`src/sv/ocpb_pkg.sv`:
```
// Package for the command packet builder: entry type, frame constants,
// mask table lookup and the CRC-16 byte step. No dependencies.
`default_nettype none

package ocpb_pkg;

  // Frame layout.
  localparam int FRAME_LEN   = 26;
  localparam int HEADER_LEN  = 4;
  localparam int BODY_LEN    = 16;
  localparam int QUEUE_DEPTH = 2;

  localparam logic [4:0] POS_BODY_FIRST = 5'd4;
  localparam logic [4:0] POS_BODY_LAST  = 5'd19;
  localparam logic [4:0] POS_LAST       = 5'd25;

  // Body positions with a special role.
  localparam logic [3:0] BI_INNER_FIRST = 4'd9;
  localparam logic [3:0] BI_INNER_LAST  = 4'd13;
  localparam logic [3:0] BI_CRC_LAST    = 4'd12;
  localparam logic [3:0] BI_CRC_LOW     = 4'd14;
  localparam logic [3:0] BI_CRC_HIGH    = 4'd15;

  // Fixed byte values.
  localparam logic [7:0]  SKIP_CMD   = 8'hB4;
  localparam logic [7:0]  OUTER_KEY  = 8'h56;
  localparam logic [7:0]  FILL_BYTE  = 8'hFF;
  localparam logic [7:0]  HDR_BYTE0  = 8'h48;
  localparam logic [7:0]  HDR_BYTE1  = 8'h46;
  localparam logic [7:0]  HDR_BYTE2  = 8'h4B;
  localparam logic [7:0]  HDR_BYTE3  = 8'h4A;
  localparam logic [15:0] CRC_POLY   = 16'h1021;
  localparam logic [15:0] CRC_INIT   = 16'h0000;

  // Configuration register indexes.
  localparam logic [1:0] REG_SBOX_LOW  = 2'd0;
  localparam logic [1:0] REG_SBOX_HIGH = 2'd1;

  // One classified command as it waits in the queue.
  typedef struct packed {
    logic [7:0]  seq_id;
    logic [31:0] device_address;
    logic [7:0]  command;
    logic [7:0]  seq_num;
    logic [7:0]  rnd;
    logic [7:0]  payload_first;
    logic [7:0]  payload_second;
    logic [7:0]  payload_third;
    logic        skip_inner;
    logic [3:0]  km_inner_idx;
    logic [3:0]  km_outer_idx;
  } entry_t;

  // Queue status seen by the front and the back.
  typedef struct packed {
    logic full;
    logic empty;
  } q_status_t;

  // Read one entry of the 16-entry mask table.
  function automatic logic [7:0] table_entry(input logic [63:0] lo,
                                             input logic [63:0] hi,
                                             input logic [3:0]  idx);
    logic [63:0] word;
    word = idx[3] ? hi : lo;
    return word[{idx[2:0], 3'b000} +: 8];
  endfunction

  // One byte of CRC-16, polynomial 0x1021, MSB first.
  function automatic logic [15:0] crc_byte(input logic [15:0] crc,
                                           input logic [7:0]  d);
    logic [15:0] c;
    c = crc ^ {d, 8'h00};
    for (int b = 0; b < 8; b++) begin
      c = c[15] ? ((c << 1) ^ CRC_POLY) : (c << 1);
    end
    return c;
  endfunction

endpackage

`default_nettype wire

```
`src/sv/ocpb_front.sv`:
```
// Front end: accepts commands and classifies them into queue entries.
// Depends on ocpb_pkg.
`default_nettype none

module ocpb_front (
  input  wire logic               start,
  output logic                    busy,
  input  wire logic [7:0]         seq_id,
  input  wire logic [31:0]        device_address,
  input  wire logic [7:0]         command,
  input  wire logic [7:0]         seq_num,
  input  wire logic [7:0]         payload_first,
  input  wire logic [7:0]         payload_second,
  input  wire logic [7:0]         payload_third,
  input  wire ocpb_pkg::q_status_t q_status,
  output logic                    push,
  output ocpb_pkg::entry_t        push_entry
);
  import ocpb_pkg::*;

  logic [7:0] rnd;

  // A word is taken whenever the queue has room.
  assign busy = q_status.full;
  assign push = start && !q_status.full;

  // Classify the command and work out the mask key indexes.
  assign rnd = seq_num + 8'd1;

  always_comb begin
    push_entry.seq_id         = seq_id;
    push_entry.device_address = device_address;
    push_entry.command        = command;
    push_entry.seq_num        = seq_num;
    push_entry.rnd            = rnd;
    push_entry.payload_first  = payload_first;
    push_entry.payload_second = payload_second;
    push_entry.payload_third  = payload_third;
    push_entry.skip_inner     = (command == SKIP_CMD);
    push_entry.km_inner_idx   = seq_num[7:4] ^ seq_num[3:0];
    push_entry.km_outer_idx   = rnd[7:4] ^ rnd[3:0];
  end

endmodule

`default_nettype wire

```
`src/sv/ocpb_queue.sv`:
```
// Short queue of classified commands between the front and back ends.
// Depends on ocpb_pkg.
`default_nettype none

module ocpb_queue #(
  parameter int DEPTH = ocpb_pkg::QUEUE_DEPTH
) (
  input  wire logic               clk,
  input  wire logic               rst,
  input  wire logic               push,
  input  wire ocpb_pkg::entry_t   push_entry,
  input  wire logic               pop,
  output ocpb_pkg::entry_t        head,
  output ocpb_pkg::q_status_t     q_status
);
  import ocpb_pkg::*;

  localparam int PW = (DEPTH > 1) ? $clog2(DEPTH) : 1;
  localparam int CW = $clog2(DEPTH + 1);
  localparam logic [PW-1:0] PTR_LAST = PW'(DEPTH - 1);
  localparam logic [CW-1:0] CNT_FULL = CW'(DEPTH);

  entry_t        mem [DEPTH];
  logic [PW-1:0] wr_ptr;
  logic [PW-1:0] rd_ptr;
  logic [CW-1:0] count;
  logic          do_push;
  logic          do_pop;

  assign q_status.full  = (count == CNT_FULL);
  assign q_status.empty = (count == '0);
  assign do_push = push && !q_status.full;
  assign do_pop  = pop && !q_status.empty;
  assign head    = mem[rd_ptr];

  // Storage write.
  always_ff @(posedge clk) begin
    if (do_push) begin
      mem[wr_ptr] <= push_entry;
    end
  end

  // Pointers and fill count.
  always_ff @(posedge clk) begin
    if (rst) begin
      wr_ptr <= '0;
      rd_ptr <= '0;
      count  <= '0;
    end else begin
      if (do_push) begin
        wr_ptr <= (wr_ptr == PTR_LAST) ? '0 : wr_ptr + PW'(1);
      end
      if (do_pop) begin
        rd_ptr <= (rd_ptr == PTR_LAST) ? '0 : rd_ptr + PW'(1);
      end
      if (do_push && !do_pop) begin
        count <= count + CW'(1);
      end else if (do_pop && !do_push) begin
        count <= count - CW'(1);
      end
    end
  end

endmodule

`default_nettype wire

```
`src/sv/ocpb_back.sv`:
```
// Back end: walks the head command through its 26 frame positions,
// masking, running the CRC and registering one byte a cycle while active.
// Depends on ocpb_pkg.
`default_nettype none

module ocpb_back (
  input  wire logic               clk,
  input  wire logic               rst,
  input  wire logic [63:0]        sbox_low,
  input  wire logic [63:0]        sbox_high,
  input  wire ocpb_pkg::entry_t   head,
  input  wire ocpb_pkg::q_status_t q_status,
  output logic                    pop,
  output logic [7:0]              frame_byte,
  output logic                    last_byte,
  output logic                    strobe
);
  import ocpb_pkg::*;

  logic [4:0]  pos;
  logic [15:0] crc;
  logic [15:0] crc_next;
  logic        active;
  logic [4:0]  bi_wide;
  logic [3:0]  bi;
  logic        in_body;
  logic [7:0]  raw;
  logic [7:0]  inner;
  logic [7:0]  outer;
  logic [7:0]  byte_next;
  logic [7:0]  km_inner;
  logic [7:0]  km_outer;
  logic [3:0]  inner_idx;
  logic [3:0]  outer_idx;

  assign active  = !q_status.empty;
  assign pop     = active && (pos == POS_LAST);
  assign bi_wide = pos - POS_BODY_FIRST;
  assign bi      = bi_wide[3:0];
  assign in_body = (pos >= POS_BODY_FIRST) && (pos <= POS_BODY_LAST);

  // Raw body byte at this position.
  always_comb begin
    case (bi)
      4'd1:        raw = head.rnd;
      4'd2:        raw = head.seq_num;
      4'd3:        raw = head.device_address[7:0];
      4'd4:        raw = head.device_address[15:8];
      4'd5:        raw = head.device_address[23:16];
      4'd6:        raw = head.device_address[31:24];
      4'd7:        raw = head.command;
      4'd10:       raw = head.seq_num;
      4'd11:       raw = head.payload_first;
      4'd12:       raw = head.payload_second;
      4'd13:       raw = head.payload_third;
      BI_CRC_LOW:  raw = crc[7:0];
      BI_CRC_HIGH: raw = crc[15:8];
      default:     raw = FILL_BYTE;
    endcase
  end

  // Inner masking over body bytes 9 to 13 unless the command skips it.
  assign km_inner  = table_entry(sbox_low, sbox_high, head.km_inner_idx);
  assign inner_idx = (bi - BI_INNER_FIRST) + head.seq_id[3:0];

  always_comb begin
    if (!head.skip_inner && (bi >= BI_INNER_FIRST) && (bi <= BI_INNER_LAST)) begin
      inner = (raw ^ km_inner) + table_entry(sbox_low, sbox_high, inner_idx);
    end else begin
      inner = raw;
    end
  end

  // CRC runs over the inner-masked bytes 0 to 12; it restarts at byte 0.
  always_comb begin
    crc_next = crc;
    if (in_body && (bi <= BI_CRC_LAST)) begin
      crc_next = crc_byte((bi == 4'd0) ? CRC_INIT : crc, inner);
    end
  end

  // Outer masking over the whole body.
  assign km_outer  = table_entry(sbox_low, sbox_high, head.km_outer_idx);
  assign outer_idx = bi + OUTER_KEY[3:0];
  assign outer     = (inner ^ km_outer) + table_entry(sbox_low, sbox_high, outer_idx);

  // Frame byte: header, masked body, then fill.
  always_comb begin
    if (pos == 5'd0) begin
      byte_next = HDR_BYTE0;
    end else if (pos == 5'd1) begin
      byte_next = HDR_BYTE1;
    end else if (pos == 5'd2) begin
      byte_next = HDR_BYTE2;
    end else if (pos == 5'd3) begin
      byte_next = HDR_BYTE3;
    end else if (in_body) begin
      byte_next = outer;
    end else begin
      byte_next = FILL_BYTE;
    end
  end

  // Position counter, CRC and output strobe.
  always_ff @(posedge clk) begin
    if (rst) begin
      pos       <= '0;
      crc       <= CRC_INIT;
      strobe    <= 1'b0;
      last_byte <= 1'b0;
    end else begin
      strobe    <= active;
      last_byte <= active && (pos == POS_LAST);
      if (active) begin
        crc <= crc_next;
        pos <= (pos == POS_LAST) ? '0 : pos + 5'd1;
      end
    end
  end

  // Output word register.
  always_ff @(posedge clk) begin
    frame_byte <= byte_next;
  end

  // A frame, once started, always has its command at the head.
  a_mid_frame_has_head: assert property (@(posedge clk) disable iff (rst)
    (pos != 5'd0) |-> !q_status.empty)
    else $error("frame in progress with an empty queue");

  a_pos_in_range: assert property (@(posedge clk) disable iff (rst)
    pos <= POS_LAST)
    else $error("frame position out of range");

  a_last_restarts: assert property (@(posedge clk) disable iff (rst)
    pop |=> (pos == 5'd0) && strobe && last_byte)
    else $error("last word did not close the frame");

  a_last_needs_strobe: assert property (@(posedge clk) disable iff (rst)
    last_byte |-> strobe)
    else $error("last flag without a word");

endmodule

`default_nettype wire

```
`src/sv/obfuscated_command_packet_builder.sv`:
```
// Top level of the command packet builder: configuration registers,
// front end, command queue and back end. Depends on ocpb_pkg and its modules.
//
// Usage:
//   Command channel: a command word is taken at a rising edge with start high
//   and busy low. busy rises only when the command queue (QUEUE_DEPTH
//   entries) is full.
//   Result channel: each accepted command gives 26 frame words, one per cycle,
//   on frame_byte with strobe high; last_byte marks the 26th. When the back
//   end is free, the first word follows once the command is written into the
//   queue and the back end has registered it onto frame_byte and strobe.
//   The back end emits one frame byte per cycle from its single position
//   counter, taking a new command only after the previous frame's last byte.
//   Commands queued behind one another give a gapless stream of frames.
//   Configuration: cfg_we writes cfg_data into sbox_low (index 0) or
//   sbox_high (index 1); other indexes are ignored. Write only while idle.
//   Reset (rst, synchronous): empties the queue, clears the frame counter
//   and both table registers. The receiver cannot stall; every strobed word
//   must be taken in its cycle.
`default_nettype none

module obfuscated_command_packet_builder #(
  parameter int QUEUE_DEPTH = ocpb_pkg::QUEUE_DEPTH
) (
  input  wire logic        clk,
  input  wire logic        rst,
  input  wire logic        start,
  output logic             busy,
  input  wire logic [7:0]  seq_id,
  input  wire logic [31:0] device_address,
  input  wire logic [7:0]  command,
  input  wire logic [7:0]  seq_num,
  input  wire logic [7:0]  payload_first,
  input  wire logic [7:0]  payload_second,
  input  wire logic [7:0]  payload_third,
  output logic [7:0]       frame_byte,
  output logic             last_byte,
  output logic             strobe,
  input  wire logic        cfg_we,
  input  wire logic [1:0]  cfg_index,
  input  wire logic [63:0] cfg_data
);
  import ocpb_pkg::*;

  logic [63:0] sbox_low;
  logic [63:0] sbox_high;
  q_status_t   q_status;
  entry_t      push_entry;
  entry_t      head;
  logic        push;
  logic        pop;

  // Mask table registers.
  always_ff @(posedge clk) begin
    if (rst) begin
      sbox_low  <= '0;
      sbox_high <= '0;
    end else if (cfg_we) begin
      unique case (cfg_index)
        REG_SBOX_LOW:  sbox_low  <= cfg_data;
        REG_SBOX_HIGH: sbox_high <= cfg_data;
        default: ;
      endcase
    end
  end

  ocpb_front u_front (
    .start          (start),
    .busy           (busy),
    .seq_id         (seq_id),
    .device_address (device_address),
    .command        (command),
    .seq_num        (seq_num),
    .payload_first  (payload_first),
    .payload_second (payload_second),
    .payload_third  (payload_third),
    .q_status       (q_status),
    .push           (push),
    .push_entry     (push_entry)
  );

  ocpb_queue #(
    .DEPTH (QUEUE_DEPTH)
  ) u_queue (
    .clk        (clk),
    .rst        (rst),
    .push       (push),
    .push_entry (push_entry),
    .pop        (pop),
    .head       (head),
    .q_status   (q_status)
  );

  ocpb_back u_back (
    .clk        (clk),
    .rst        (rst),
    .sbox_low   (sbox_low),
    .sbox_high  (sbox_high),
    .head       (head),
    .q_status   (q_status),
    .pop        (pop),
    .frame_byte (frame_byte),
    .last_byte  (last_byte),
    .strobe     (strobe)
  );

endmodule

`default_nettype wire

```
`config.mk`:
```
export PLATFORM = sky130hd
export DESIGN_NAME = obfuscated_command_packet_builder
export DESIGN_NICKNAME = d
export VERILOG_FILES = /design/src/sv/ocpb_pkg.sv /design/src/sv/ocpb_front.sv /design/src/sv/ocpb_queue.sv /design/src/sv/ocpb_back.sv /design/src/sv/obfuscated_command_packet_builder.sv
export SDC_FILE = /design/constraint.sdc
export NUM_CORES = 1
export LEC_CHECK = 0
export ABC_AREA = 1
export BUFFER_PORTS_ARGS = -buffer_cell sky130_fd_sc_hd__buf_2
export CAP_MARGIN = 30
export CORE_ASPECT_RATIO = 0.75
export CORE_MARGIN = 4
export CORE_UTILIZATION = 49
export DETAILED_ROUTE_END_ITERATION = 10
export PLACE_DENSITY = 0.67
export SKIP_CTS_REPAIR_TIMING = 1
export SLEW_MARGIN = 20
export SYNTH_ARGS = -nofsm -noshare
export SYNTH_HDL_FRONTEND = slang
export SYNTH_SLANG_ARGS = --single-unit
export TNS_END_PERCENT = 1
```
`constraint.sdc`:
```
create_clock -name clk -period 7.3 [get_ports clk]
set_input_delay 1.825 -clock clk [delete_from_list [all_inputs] [get_ports clk]]
set_output_delay 1.825 -clock clk [all_outputs]
set_load 0.01 [all_outputs]
```
# Yosys cells after proc, flatten, opt, wreduce, memory -nomap -nowiden
# Memory sizes are Yosys's and may differ from the RTL's. A register that Yosys moved wholly into a read port is not among the register bits.
# Index checks and enable logic that the tools add are counted.
# Widths: inputs -> output; s select.
dict set report totals {
  regBits 163
  latchBits 0
  mem_bits_rw 194
  rom_bits 0
  inputBits 150
  out_inout_bits 11
  elab_cells 125
  mem_count 1
}
dict set report op_classes {
  addsub 12
  mul 0
  div 0
  order_cmp 5
  n_eq_ne 20
  shift 4
  mux 28
  bitwise_logic 15
  n_reduce_logical 27
}
# memory depth width read_ports rd_clocked_by_memory_dff write_ports line_no
set mem_list {}
lappend mem_list {u_queue.mem 2 97 1 1 1 ocpb_queue.sv:23} ;# entry_t mem [DEPTH];
# cell count
set ops {}
lappend ops {{$mux 64} 4}
lappend ops {{$shiftx 64x7->8} 4}
lappend ops {{$mux 13} 8}
lappend ops {{$pmux 8 s12} 1}
lappend ops {{$eq 4x4->1 const B} 6}
lappend ops {{$not 3->3} 8}
lappend ops {{$add 8x8->8} 2}
lappend ops {{$eq 4x3->1 const B} 4}
lappend ops {{$mux 16} 1}
lappend ops {{$mux 8} 2}
lappend ops {{$xor 16x16->16} 1}
lappend ops {{$xor 8x8->8} 2}
lappend ops {{$mux 4} 3}
lappend ops {{$eq 5x2->1 const B} 2}
lappend ops {{$logic_and 1x1->1} 10}
lappend ops {{$add 8x1->8 const B} 1}
lappend ops {{$eq 4x2->1 const B} 2}
lappend ops {{$eq 8x8->1 const B} 1}
lappend ops {{$le 4x4->1 const B} 2}
lappend ops {{$xor 4x4->4} 2}
lappend ops {{$mux 1} 6}
lappend ops {{$reduce_and 2->1} 3}
lappend ops {{$add 5x1->5 const B} 1}
lappend ops {{$eq 5x1->1 const B} 1}
lappend ops {{25 further kinds} 34}

# Logic depth before layout (Yosys ltp)
dict set report logic_depth {
  depth_word 24
  mapped_depth 44
  mapped_depth_nobuf 38
}

# Cells and area by module
# A second synthesis with hierarchy kept.
dict set report hier_totals {
  cells_unflattened 2851
  hier_area_um2 22023.6
}
# mod instances cells_each area_each_um2 seq_area_each_um2
set by_module_without_submodules {}
lappend by_module_without_submodules {ocpb_back 1 1539 8275.4 620.6}
lappend by_module_without_submodules {ocpb_queue 1 339 7359.6 5925.7}
lappend by_module_without_submodules {obfuscated_command_packet_builder 1 828 5442.7 2562.5}
lappend by_module_without_submodules {ocpb_front 1 145 945.9 0.0}

# Worst setup path after synthesis
# No wires, ideal clock.
dict set report synth_timing {
  kind {input port to flip-flop}
  from {input start}
  to {memory u_queue.mem[1][0] (netlist name), enable pin}
  setup_ns 0.547
  arrival_time_ns 5.861
  t_required_ns 6.753
  path_slack_ns 0.892
  cell_stages 2
  path_buffers 0
  cell_sequence {o21ai_0 -> nor2_1}
}
dict set report synth_between {
  elab_chain_cells 4
}
# item line_no
set synth_lines {}
lappend synth_lines {{start: declaration} obfuscated_command_packet_builder.sv:27} ;# input wire logic start,
lappend synth_lines {{$logic_and 1x1->1} ocpb_front.sv:25} ;# assign push = start && !q_status.full;
lappend synth_lines {{$logic_and 1x1->1} ocpb_queue.sv:32} ;# assign do_push = push && !q_status.full;
lappend synth_lines {{$mux 1} ocpb_queue.sv:38} ;# if (do_push) begin
lappend synth_lines {{$mux 1 (not written as such)} ocpb_queue.sv:39} ;# mem[wr_ptr] <= push_entry;
lappend synth_lines {{end: declaration} ocpb_queue.sv:23}
# Every way passes these cells.

==> metrics <==
Final Critical Period 6780 ps; Clock Latency Late Sink 550 ps; CP Class flop to flop; Clock transition at path regs 60 ps; RSZ-0062 raised after global routing no; CP max-delay cell fa_1; GRT Total Usage 29.8%; post-detailed-route count of antenna-violating nets 0; First-pass DRT Iterations 5; Critical Path RT 7730 ps; clock tree root buffer cell clkbuf_16; max_slew headroom 20.9%; DR DRC count 0; register area share after synthesis 45.6%; CTS sink cnt 350; Die Width 238 µm; Top cell by count, worst path inv_1; post-synthesis simple-gate area fraction 16.0%; status finished, final reports clean; GPL Wtd Cong 0.971; Worst EP arrival 7210 ps; Area Overhead vs Synth 12.0%; IO Port Bufs 156; fin nets 2,757; H-tree levels 2; number of max-cap violations 0; Core Footprint 38,700 µm²; FMAX 147 MHz; die area 43,000 µm²; RR Endpoint u_back.frame_byte[7]; top cells by count, synth 439 x o21ai_0, 351 x nand2_1, 316 x a21oi_1; Final Power 6.74 mW; largest area contributor in the netlist edfxtp_1; largest net degree at the start of global routing 105; Setup TNS 0 ps; VDD IR max 0.000227 V; initial antenna violation count 1; CTS Buffer Depth 3; Via Count 18,500; flop-to-flop setup slack 520 ps; Multi-input gate area 8990 µm²; Final period util 92.9%; power density over the cells 309 nW/µm²; Syn Inst Count 2,477; vias in the first global route 16,900; top cells by area, synth edfxtp_1 29%, dfxtp_1 17%, o21ai_0 11%; # rows 62; Max stage delay on crit path 470 ps; CP endpoint kind flop; DR iter-0 viols 2,384; EDFF count, synth 186; XOR/XNOR Fraction of Synth Area 2.19%; Reg2Reg Depth 36; mapped cell area 19,500 µm²; Hold Path Stages 1; origin of the worst min-delay path u_queue.rd_ptr; final hold violations 0; CP Launch Type flop; CTS tree done; syn nets 2,665; Worst Hold End u_queue.rd_ptr; post-synthesis mux area share 0.154%; CTS buffer count 37; main flop type after synthesis edfxtp_1; largest family of logic cells by synthesized area compound AO/OA/AOI/OAI gates; FF/Latch Area 8870 µm²; post-synthesis register bit count 350; top cell type's share of synthesized area 28.7%; Clock Skew 27.4 ps; final cell count without fillers 3,111; DR vias/cell 5.93; dpl hpwl 46.1 mm; most common cell in the synthesized netlist o21ai_0; ys async rst share 0%; total gr overflow 0; Final Max Tran Viols 0; final setup vio count 0; Detailed Route WL 66.8 mm; Inst Count DP 3,039; Netlist cell types 52; worst setup margin 516 ps; slew at the pin with the worst max-slew slack 1180 ps; first-pass GRT wire length 100 mm; layout cells sized above 1 12.1%; HP Class flop to flop; Mean Syn Cell Area 7.86 µm²; IO Pins 161; Avg WL per Cell 21.5 µm; Die H 181 µm; Compound-Gate Fraction of Synth Area 25.1%; worst slack, placed 741 ps; Initial Util 50.3%; CP max FO 22; Synth warnings 0; leak pwr 8.59 nW; Post-Synth Adder-Cell Area 2.56%; FILL cells 3,539; hold slack final 468 ps
-- layout make-up --
| type | count | area share (%) |
|---|---|---|
| Clock buffer | 43 | 4.40 |
| Timing Repair Buffer | 210 | 5.75 |
| Tap cell | 512 | 2.94 |
| Antenna cell | 1 | 0.0115 |
| Multi-Input combinational cell | 1726 | 41.3 |
| Sequential cell | 350 | 40.7 |
| Inverter | 244 | 4.20 |
| Clock inverter | 25 | 0.735 |
-- metrics by stage --
step | util, % | instance area (µm²)
finish | 56.3 | 21800
global route | 56.3 | 21800
CTS | 56.2 | 21700
detailed placement | 53.3 | 20600
global placement | 53.1 | 20600
floorplan | - | 19500
-- cells in the final DEF, fill, tap and decap left out, types with 5 or more instances in the layout --
cell / synthesis / layout
nand3_1: 126 / 126
edfxtp_1: 186 / 186
ha_1: 35 / 34
xor2_1: 24 / 24
a211oi_1: 8 / 8
dfxtp_1: 164 / 163
clkinv_1: 4 / 16
nand3_2: 5 / 5
o21ai_1: 16 / 15
nor3_1: 13 / 13
nand2_2: 17 / 19
clkbuf_1: 113 / 5
nand4_1: 5 / 5
inv_2: 4 / 6
o211ai_1: 31 / 31
inv_1: 236 / 234
a31oi_1: 7 / 7
o311ai_0: 17 / 17
xnor2_1: 21 / 21
clkbuf_16: 0 / 37
buf_2: 23 / 157
nand2_1: 351 / 347
buf_4: 4 / 48
nor4_1: 6 / 6
o22ai_1: 19 / 19
o221ai_1: 31 / 31
nor2_1: 199 / 197
a21oi_1: 316 / 316
o21ai_2: 4 / 5
o21ai_0: 439 / 439
-- how the worst max path moves through the flow --
stage                from                    to  slack, ps  cells after the start
floorplan           start     u_queue.mem[1][0]        890                      2
global placement     flop  u_back.frame_byte[7]        820                     36
detailed placement   flop  u_back.frame_byte[7]        740                     36
CTS                  flop  u_back.frame_byte[7]        700                     36
global route         flop  u_back.frame_byte[7]        170                     36
finish               flop  u_back.frame_byte[7]        520                     36
-- kinds of logic (layout without fill, tap and decap cells) --
| family | Yosys count | count (layout) |
|---|---|---|
| AO/OA/AOI/OAI | 903 | 903 |
| AND/OR/NAND/NOR | 735 | 735 |
| buffers and inverters | 401 | 522 |
| flip-flops | 350 | 350 |
| XOR/XNOR | 47 | 47 |
| adder cells (fa/ha/maj) | 38 | 38 |
| multiplexers | 3 | 3 |
| other | 0 | 1 |
-- power by group --
part | leakage (nW) | switching, mW | internal, mW
clock | 0.534 | 0.836 | 0.955
combinational | 4.98 | 1.80 | 0.875
sequential | 3.08 | 0.0574 | 2.22
total | 8.59 | 2.70 | 4.05
-- worst max-delay path: cells and delay by family, from the launching register on --
family	cells	cell delay, ps
mux	1	360
simple gates	8	1080
buf+inv	8	480
xor+xnor	3	530
flops	1	420
fa+ha+maj	6	1800
compound gates	10	1960
-- state kept, by name, indices dropped and copies added (netlist names), named ones only --
register	count
u_back.crc	16
u_queue.mem	186
u_queue.wr_ptr	1
u_back.frame_byte	8
u_back.strobe	1
sbox_high	64
u_queue.rd_ptr	1
u_back.pos	5
sbox_low	64
u_queue.count	2
u_back.last_byte	1
-- layer usage --
| layer | GRT usage (%) | up-vias | part of all wire [%] |
|---|---|---|---|
| met2 | 40.7 | 914 | 40 |
| met5 | 0 | - | 0 |
| li1 | - | 8772 | - |
| met3 | 6.53 | 117 | 11 |
| met1 | 47.5 | 8652 | 47 |
| met4 | 7.47 | 0 | 2.4 |
No activity file was read; power rests on OpenSTA's default activity.
